==> config.mk <==
export PLATFORM = sky130hd
export DESIGN_NAME = two_cluster_flip_local_search
export DESIGN_NICKNAME = d
export VERILOG_FILES = /design/src/rtl/tcfls_pkg.sv /design/src/rtl/two_cluster_flip_local_search.sv
export SDC_FILE = /design/constraint.sdc
export NUM_CORES = 2
export LEC_CHECK = 0
export BUFFER_PORTS_ARGS = -buffer_cell sky130_fd_sc_hd__buf_4
export CAP_MARGIN = 40
export CELL_PAD_IN_SITES_DETAIL_PLACEMENT = 1
export CELL_PAD_IN_SITES_GLOBAL_PLACEMENT = 1
export CORE_ASPECT_RATIO = 2
export CORE_MARGIN = 2
export CORE_UTILIZATION = 45
export CTS_CLUSTER_SIZE = 8
export DETAILED_ROUTE_END_ITERATION = 12
export PLACE_DENSITY = 0.71
export SLEW_MARGIN = 40
export SYNTH_ARGS = -nofsm -noshare
export SYNTH_HDL_FRONTEND = slang
export SYNTH_SLANG_ARGS = --single-unit
==> constraint.sdc <==
create_clock -name clk -period 6.1 [get_ports clk]
set_input_delay 0 -clock clk [delete_from_list [all_inputs] [get_ports clk]]
set_output_delay 0 -clock clk [all_outputs]
set_load 0.05 [all_outputs]
==> src/rtl/tcfls_pkg.sv <==
package tcfls_pkg;

	// Input item kinds carried on s_tuser
	typedef enum logic [1:0] {
		OP_LOAD_ROW    = 2'd0,
		OP_LOAD_VERTEX = 2'd1,
		OP_RUN         = 2'd2
	} op_t;

	// Sequencer states, one-hot
	typedef enum logic [3:0] {
		ST_IDLE   = 4'b0001,
		ST_SCAN   = 4'b0010,
		ST_DECIDE = 4'b0100,
		ST_EMIT   = 4'b1000
	} state_t;

	localparam int ROW_W   = 64;
	localparam int VIDX_W  = 6;
	localparam int VCNT_W  = 7;
	localparam int FLIP_W  = 12;
	localparam int SCORE_W = 8;

	localparam logic [FLIP_W-1:0] FLIP_LIMIT = 12'd4095;

endpackage

==> src/rtl/two_cluster_flip_local_search.sv <==
// Load items (adjacency row, vertex label/fixed flag) are taken one per cycle, back to
// back, while idle. A run makes passes that each scan the in-use vertices (n adjacency
// rows read for an unfixed vertex, a fixed one skipped) and then decide, and finally
// streams out n results; passes = flips + 1, or flips when stopped at the 4095 flip cap.
// Input stays not ready from the run item until the last result is registered.
// The shared score accumulator reads one adjacency row per cycle from the row memory.
// arst_n clears labels, fixed flags, flip count, vertex_count (to 64) and all control;
// the adjacency memory is not cleared.
module two_cluster_flip_local_search #(
	parameter int MAX_VERTICES = 64
) (
	input  logic                            clk,
	input  logic                            arst_n,
	input  logic                            cfg_wen,
	input  logic [tcfls_pkg::VCNT_W-1:0]    cfg_wdata,  // vertex_count
	input  logic                            s_tvalid,
	output logic                            s_tready,
	input  logic [71:0]                     s_tdata,    // vertex_index, adjacency_row,
	                                                    // initial_label, fixed_flag
	input  logic [1:0]                      s_tuser,    // operation
	output logic                            m_tvalid,
	input  logic                            m_tready,
	output logic [23:0]                     m_tdata,    // result_vertex, final_label,
	                                                    // flip_total, zero pad
	output logic                            m_tlast     // last_of_run
);

	import tcfls_pkg::*;

	localparam int IDX_W = (MAX_VERTICES > 1) ? $clog2(MAX_VERTICES) : 1;

	// Input unpacking
	logic [VIDX_W-1:0] in_vertex;
	logic [ROW_W-1:0]  in_row;
	logic              in_label;
	logic              in_fixed;
	logic              in_accept;
	logic              in_range;
	logic [IDX_W-1:0]  in_idx;

	assign in_vertex = s_tdata[5:0];
	assign in_row    = s_tdata[69:6];
	assign in_label  = s_tdata[70];
	assign in_fixed  = s_tdata[71];
	assign in_accept = s_tvalid && s_tready;
	assign in_range  = ({1'b0, in_vertex} < VCNT_W'(MAX_VERTICES));
	assign in_idx    = in_vertex[IDX_W-1:0];

	// State
	state_t                   state_q;
	logic [VCNT_W-1:0]        vertex_count_q;
	logic [MAX_VERTICES-1:0]  label_q;
	logic [MAX_VERTICES-1:0]  fixed_q;
	logic [MAX_VERTICES-1:0]  work_q;
	logic [FLIP_W-1:0]        flips_q;
	logic [IDX_W-1:0]         last_q;
	logic [IDX_W-1:0]         v_q;
	logic [IDX_W-1:0]         j_q;
	logic                     issue_q;
	logic signed [SCORE_W-1:0] score_q;
	logic signed [SCORE_W-1:0] best_q;
	logic [IDX_W-1:0]         cand_q;
	logic                     found_q;
	logic [IDX_W-1:0]         e_q;

	// Row memory read stage
	logic [MAX_VERTICES-1:0]  adj_mem [MAX_VERTICES];
	logic [MAX_VERTICES-1:0]  row_s1;
	logic                     rd_valid_s1;
	logic [IDX_W-1:0]         j_s1;
	logic                     last_s1;

	// Output register
	logic              m_tvalid_q;
	logic [IDX_W-1:0]  out_vertex_q;
	logic              out_label_q;
	logic [FLIP_W-1:0] out_flips_q;
	logic              out_last_q;

	assign s_tready = (state_q == ST_IDLE);
	assign m_tvalid = m_tvalid_q;
	assign m_tlast  = out_last_q;
	assign m_tdata  = {5'd0, out_flips_q, out_label_q, VIDX_W'(out_vertex_q)};

	// Clamp vertex_count to the used range, as a last index
	logic [VCNT_W-1:0] run_last;
	always_comb begin
		priority if (vertex_count_q == '0)
			run_last = '0;
		else if (vertex_count_q > VCNT_W'(MAX_VERTICES))
			run_last = VCNT_W'(MAX_VERTICES - 1);
		else
			run_last = vertex_count_q - VCNT_W'(1);
	end

	// Shared score unit: one row contribution per cycle
	logic                      same_c;
	logic                      joined_c;
	logic signed [SCORE_W-1:0] delta_c;
	logic signed [SCORE_W-1:0] score_c;
	logic                      better_c;

	always_comb begin
		same_c   = (work_q[j_s1] == work_q[v_q]);
		joined_c = row_s1[v_q];
		if (j_s1 == v_q)
			delta_c = '0;
		else if (same_c ^ joined_c)
			delta_c = SCORE_W'(1);
		else
			delta_c = -SCORE_W'(1);
		score_c  = score_q + delta_c;
		better_c = !found_q || (score_c > best_q);
	end

	logic slot_free;
	assign slot_free = !m_tvalid_q || m_tready;

	// Row memory write and registered read
	always_ff @(posedge clk) begin
		if (in_accept && (op_t'(s_tuser) == OP_LOAD_ROW) && in_range)
			adj_mem[in_idx] <= in_row[MAX_VERTICES-1:0];
		if (state_q == ST_SCAN && issue_q && !fixed_q[v_q])
			row_s1 <= adj_mem[j_q];
	end

	// Sequencer
	always_ff @(posedge clk or negedge arst_n) begin
		if (!arst_n) begin
			state_q        <= ST_IDLE;
			vertex_count_q <= VCNT_W'(64);
			label_q        <= '0;
			fixed_q        <= '0;
			work_q         <= '0;
			flips_q        <= '0;
			last_q         <= '0;
			v_q            <= '0;
			j_q            <= '0;
			issue_q        <= 1'b0;
			score_q        <= '0;
			best_q         <= '0;
			cand_q         <= '0;
			found_q        <= 1'b0;
			e_q            <= '0;
			rd_valid_s1    <= 1'b0;
			j_s1           <= '0;
			last_s1        <= 1'b0;
			m_tvalid_q     <= 1'b0;
			out_vertex_q   <= '0;
			out_label_q    <= 1'b0;
			out_flips_q    <= '0;
			out_last_q     <= 1'b0;
		end else begin
			if (cfg_wen)
				vertex_count_q <= cfg_wdata;

			rd_valid_s1 <= 1'b0;
			last_s1     <= 1'b0;

			// Release the output register once taken
			if (m_tready)
				m_tvalid_q <= 1'b0;

			unique case (state_q)
				ST_IDLE: begin
					if (in_accept) begin
						unique case (op_t'(s_tuser))
							OP_LOAD_VERTEX: begin
								if (in_range) begin
									label_q[in_idx] <= in_label;
									fixed_q[in_idx] <= in_fixed;
								end
							end
							OP_RUN: begin
								last_q  <= run_last[IDX_W-1:0];
								work_q  <= label_q;
								flips_q <= '0;
								v_q     <= '0;
								j_q     <= '0;
								score_q <= '0;
								issue_q <= 1'b1;
								found_q <= 1'b0;
								state_q <= ST_SCAN;
							end
							default: begin
								// row loads go to memory; unused code is dropped
							end
						endcase
					end
				end

				ST_SCAN: begin
					// Finish a vertex: compare its score, then advance
					if (rd_valid_s1) begin
						score_q <= score_c;
						if (last_s1) begin
							if (better_c) begin
								found_q <= 1'b1;
								best_q  <= score_c;
								cand_q  <= v_q;
							end
							if (v_q == last_q) begin
								state_q <= ST_DECIDE;
							end else begin
								v_q     <= v_q + IDX_W'(1);
								j_q     <= '0;
								score_q <= '0;
								issue_q <= 1'b1;
							end
						end
					end
					// Skip a fixed vertex, or issue the next row read
					if (issue_q) begin
						if (fixed_q[v_q]) begin
							if (v_q == last_q) begin
								issue_q <= 1'b0;
								state_q <= ST_DECIDE;
							end else begin
								v_q <= v_q + IDX_W'(1);
							end
						end else begin
							rd_valid_s1 <= 1'b1;
							j_s1        <= j_q;
							last_s1     <= (j_q == last_q);
							if (j_q == last_q)
								issue_q <= 1'b0;
							else
								j_q <= j_q + IDX_W'(1);
						end
					end
				end

				ST_DECIDE: begin
					if (found_q && (best_q > 0)) begin
						work_q[cand_q] <= ~work_q[cand_q];
						flips_q        <= flips_q + FLIP_W'(1);
						if (flips_q + FLIP_W'(1) == FLIP_LIMIT) begin
							e_q     <= '0;
							state_q <= ST_EMIT;
						end else begin
							v_q     <= '0;
							j_q     <= '0;
							score_q <= '0;
							issue_q <= 1'b1;
							found_q <= 1'b0;
							state_q <= ST_SCAN;
						end
					end else begin
						e_q     <= '0;
						state_q <= ST_EMIT;
					end
				end

				ST_EMIT: begin
					// Stream one vertex label per free output slot
					if (slot_free) begin
						m_tvalid_q   <= 1'b1;
						out_vertex_q <= e_q;
						out_label_q  <= work_q[e_q];
						out_flips_q  <= flips_q;
						out_last_q   <= (e_q == last_q);
						if (e_q == last_q)
							state_q <= ST_IDLE;
						else
							e_q <= e_q + IDX_W'(1);
					end
				end

				default: begin
					state_q <= ST_IDLE;
				end
			endcase
		end
	end

endmodule
==> results by group <==
Logic synthesis
  – Post-synth EDFFs: 4160
  – Compound-gate portion of the synthesized area: 1.34%
  – Top cells by instance count after synthesis: edfxtp_1, mux4_2, dfrtp_1
  – Ys flop type: edfxtp_1
  – Synth async-reset ratio: 6.56%
  – Largest family of logic cells by synthesized area: multiplexers
  – Seq/Total Area, Yosys: 76.1%
  – Post-Synth XOR/XNOR Area: 0.217%
  – Count leader, synth: edfxtp_1
  – Synth Instances: 7521
  – Post-Syn Area per Cell: 23.1 sq um
  – Mux share of post-synthesis cell area: 19.7%
  – Yosys top cell area share: 71.9%
  – Yosys reg bits: 4452
  – Simple-gate share of the synthesized area: 1.43%
  – Adder-cell share of the synthesized area: 0.134%
  – Unique masters post-synth: 75
  – Synth area leaders: edfxtp_1, mux4_2, dfrtp_1
  – Synth area leader: edfxtp_1
  – Syn. warnings: 0
  – Synthesized area: 0.174 sq mm

STA
  – Crit share post-route: 96.6%
  – Slew margin rel.: 33.6%
  – Worst slew pin tran: 0.996 ns
  – Fin Clk Skew: 0.0536 ns
  – Final Critical Period: 5.89 ns
  – Max frequency: 170 MHz
  – Setup Viol. Count Final: 0
  – Count of pins over their slew limit: 0
  – Worst Setup Slack, final: 0.209 ns
  – Final Hold Vio Count: 0

Drt
  – WL per Instance: 40.3 um
  – Drt drc: 0
  – TritonRoute pass-1 iters: 6
  – Vias/cell: 6.53
  – Vias: 87807
  – Routed Antenna Nets: 0
  – DRT iter0 DRCs: 10104
  – Final WL: 542 mm

Outcome
  – Outcome: finished, final reports clean

Worst setup path
  – Worst EP arrival: 6.74 ns
  – Worst setup path category: reg2reg
  – CP startpoint: v_q[0]
  – Slowest stage delay, CP: 0.57 ns
  – Max stage delay cell, worst path: mux4_2
  – Worst EP required: 6.95 ns
  – Worst r2r path cells: 25
  – Family with the most delay on the worst path: compound AO/OA/AOI/OAI gates
  – Worst path bufs/invs: 3
  – Critical R2R Capture: best_q[5]
  – Flop2flop setup slack: 0.21 ns
  – Startpoint class of the critical path: flop
  – FF-to-FF Start: v_q[0]
  – Nature of the critical path endpoint: flop
  – Worst-path maximum fanout: 11

Clock network
  – Clk root buf: clkbuf_16
  – CTS sink count: 4452
  – Max Buffers Root-to-Sink: 4
  – Worst-path clk slew: 0.06 ns
  – H-tree lvl count: 6
  – CTS tree: done
  – Worst skew pair latency: 0.99 ns
  – CTS Buf Count: 631

Final layout
  – Multi-input logic area: 0.0403 sq mm
  – Post-route insts no fill: 13441
  – Nets@finish: 8386
  – Share of layout cells above drive strength 1: 33.7%
  – Fillers: 32740
  – Area grow syn2layout: 16.2%
  – Post-layout instance area: 0.202 sq mm
  – Reg area: 0.132 sq mm

Die
  – Die Span Y: 883 um
  – Die span in x: 443 um
  – Core Area: 0.384 sq mm
  – Die footprint: 0.391 sq mm
  – Total I/O pin count: 113
  – Row Count: 322
  – Initial Util: 45.2%

Place
  – Hpwl dp: 300 mm
  – IO buf count: 107
  – Placed cell count: 12553
  – Dpl ws: -0.244 ns
  – Placed inst area: 0.184 sq mm
  – RD Place Congestion: 0.841

Global routing
  – Initial antenna violation count: 41
  – Largest net degree at the start of global routing: 107
  – All-layer global routing usage: 27.8%
  – Congestion Overflow GR: 0
  – First-pass GRT wire length: 754 mm
  – Vias in the first global route: 93696

Job
  – MaxCap Viol Count: 0

Hold path
  – Hold path endpoint: adj_mem[23][41]
  – Hold Crit Depth: 2
  – Type of the worst min-delay path: in2reg
  – Hold Startpoint: s_tdata[47]

Power
  – Lkg Pwr: 63.1 nW
  – Power Density: 393 mW/mm^2
  – Worst VDD drop: 0.267 mV
routing by layer:
metal	track usage, %	share of wire (%)	vias to the layer above	wire length [um]
met5	0	0.017	-	92
met4	18.0	7.4	12	40000
met3	4.51	8.2	1538	44700
met2	49.2	53	5363	286000
met1	31.1	32	47570	171000
li1	-	-	33324	-
worst max-delay path by stage:
stage	endpoint	slack, ns	depth (start not counted)
after floorplan	best_q[4]	0.94	24
after global placement	best_q[3]	-0.56	25
after detailed placement	best_q[5]	-0.24	25
after CTS	best_q[5]	0.13	25
after global routing	best_q[3]	-0.005	26
final	best_q[5]	0.21	25
worst reg2reg max path, cell delays in order (launching register included):
cell and delay (ns):
dfrtp_4 0.43, buf_12 0.14, buf_4 0.29, mux4_2 0.57
o21ai_1 0.42, a21oi_1 0.15, o211ai_2 0.25, o211ai_1 0.24
a211o_1 0.39, nand2_1 0.11, xor2_1 0.16, ha_2 0.24
nor2_1 0.06, mux2i_2 0.26, xnor2_2 0.18, ha_1 0.29
o21a_1 0.11, o21ai_0 0.14, nand2b_1 0.08, a21oi_1 0.15
nor2b_1 0.07, o21ai_0 0.20, nand4_1 0.15, nand2_1 0.16
buf_4 0.17, mux2_2 0.34
cells in the final DEF (no fill, tap or decap), types with 17 or more instances in the layout:
cell           Yosys  final
edfxtp_1        4160   4160
mux4_2          1415   1415
clkbuf_16          0    644
buf_4             12    303
dfrtp_1          290    283
mux2_2           169    169
nand2_1          169    165
nor2_1           200    133
a21oi_1          131    131
dlygate4sd3_1      0    111
buf_12             2    107
o21ai_0           97     97
a22oi_1           68     68
nor2_4             0     65
clkbuf_1         283     49
mux2i_1           46     43
diode_2            0     35
inv_1             27     26
nand3_1           27     25
xor2_1            22     22
and2_1            21     20
xnor2_1           21     20
nor2b_1           21     19
inv_6              0     17
final cells by class:
| type | count | area share, % |
|---|---|---|
| timing repair buffer | 545 | 2.94 |
| clock inverter | 41 | 0.317 |
| antenna | 35 | 0.0434 |
| clock buffer | 693 | 8.07 |
| multi-input combinational | 2624 | 20.0 |
| inverter | 29 | 0.0613 |
| tap | 5022 | 3.11 |
| sequential | 4452 | 65.5 |
kinds of logic (layout without fill, tap and decap cells):
kind of cell             count (synthesis)  after routing
multiplexers                          1632           1632
other                                    1             40
flip-flops                            4452           4452
AND/OR/NAND/NOR                        543            543
adder cells (fa/ha/maj)                 19             19
XOR/XNOR                                43             43
buffers and inverters                  449           1308
AO/OA/AOI/OAI                          382            382
what timing repair did:
action | CTS | global route
setup endpoints to repair | 14 | 14
pin swaps | 0 | 1
resized for setup | 1 | 9
buffers inserted | 5 | 0
hold buffers | 112 | 0
hold endpoints to repair | 4569 | 0
report_power, final:
| part | internal, mW | leakage, nW | switching, mW |
|---|---|---|---|
| clock network | 18.7 | 8.28 | 12.6 |
| registers | 33.8 | 41.3 | 0.305 |
| logic | 7.08 | 13.5 | 6.90 |
registers in the layout, indices dropped and copies added (netlist names), 4 cells and up:
name and flops:
cand_q 6, vertex_count_q 7, flips_q 12, out_flips_q 12
out_vertex_q 6, v_q 6, fixed_q 64, last_q 6
adj_mem 4096, score_q 8, state_q 4, work_q 64
j_s1 6, best_q 8, label_q 64, row_s1 64
e_q 6, j_q 6
metrics by stage:
step           util [%]  hold slack (ns)  TNS [ns]  power [mW]
6_report           52.5            0.115         0        79.3
5_1_grt            52.5            0.155  -0.00663        81.3
3_3_place_gp       47.7            0.209     -6.92        48.4
4_1_cts            52.5           0.0841         0        79.8
3_5_place_dp       47.8         -0.00420     -2.59        48.7
2_1_floorplan         -           -0.296         0        44.1
Power figures use the tool's default switching activity.
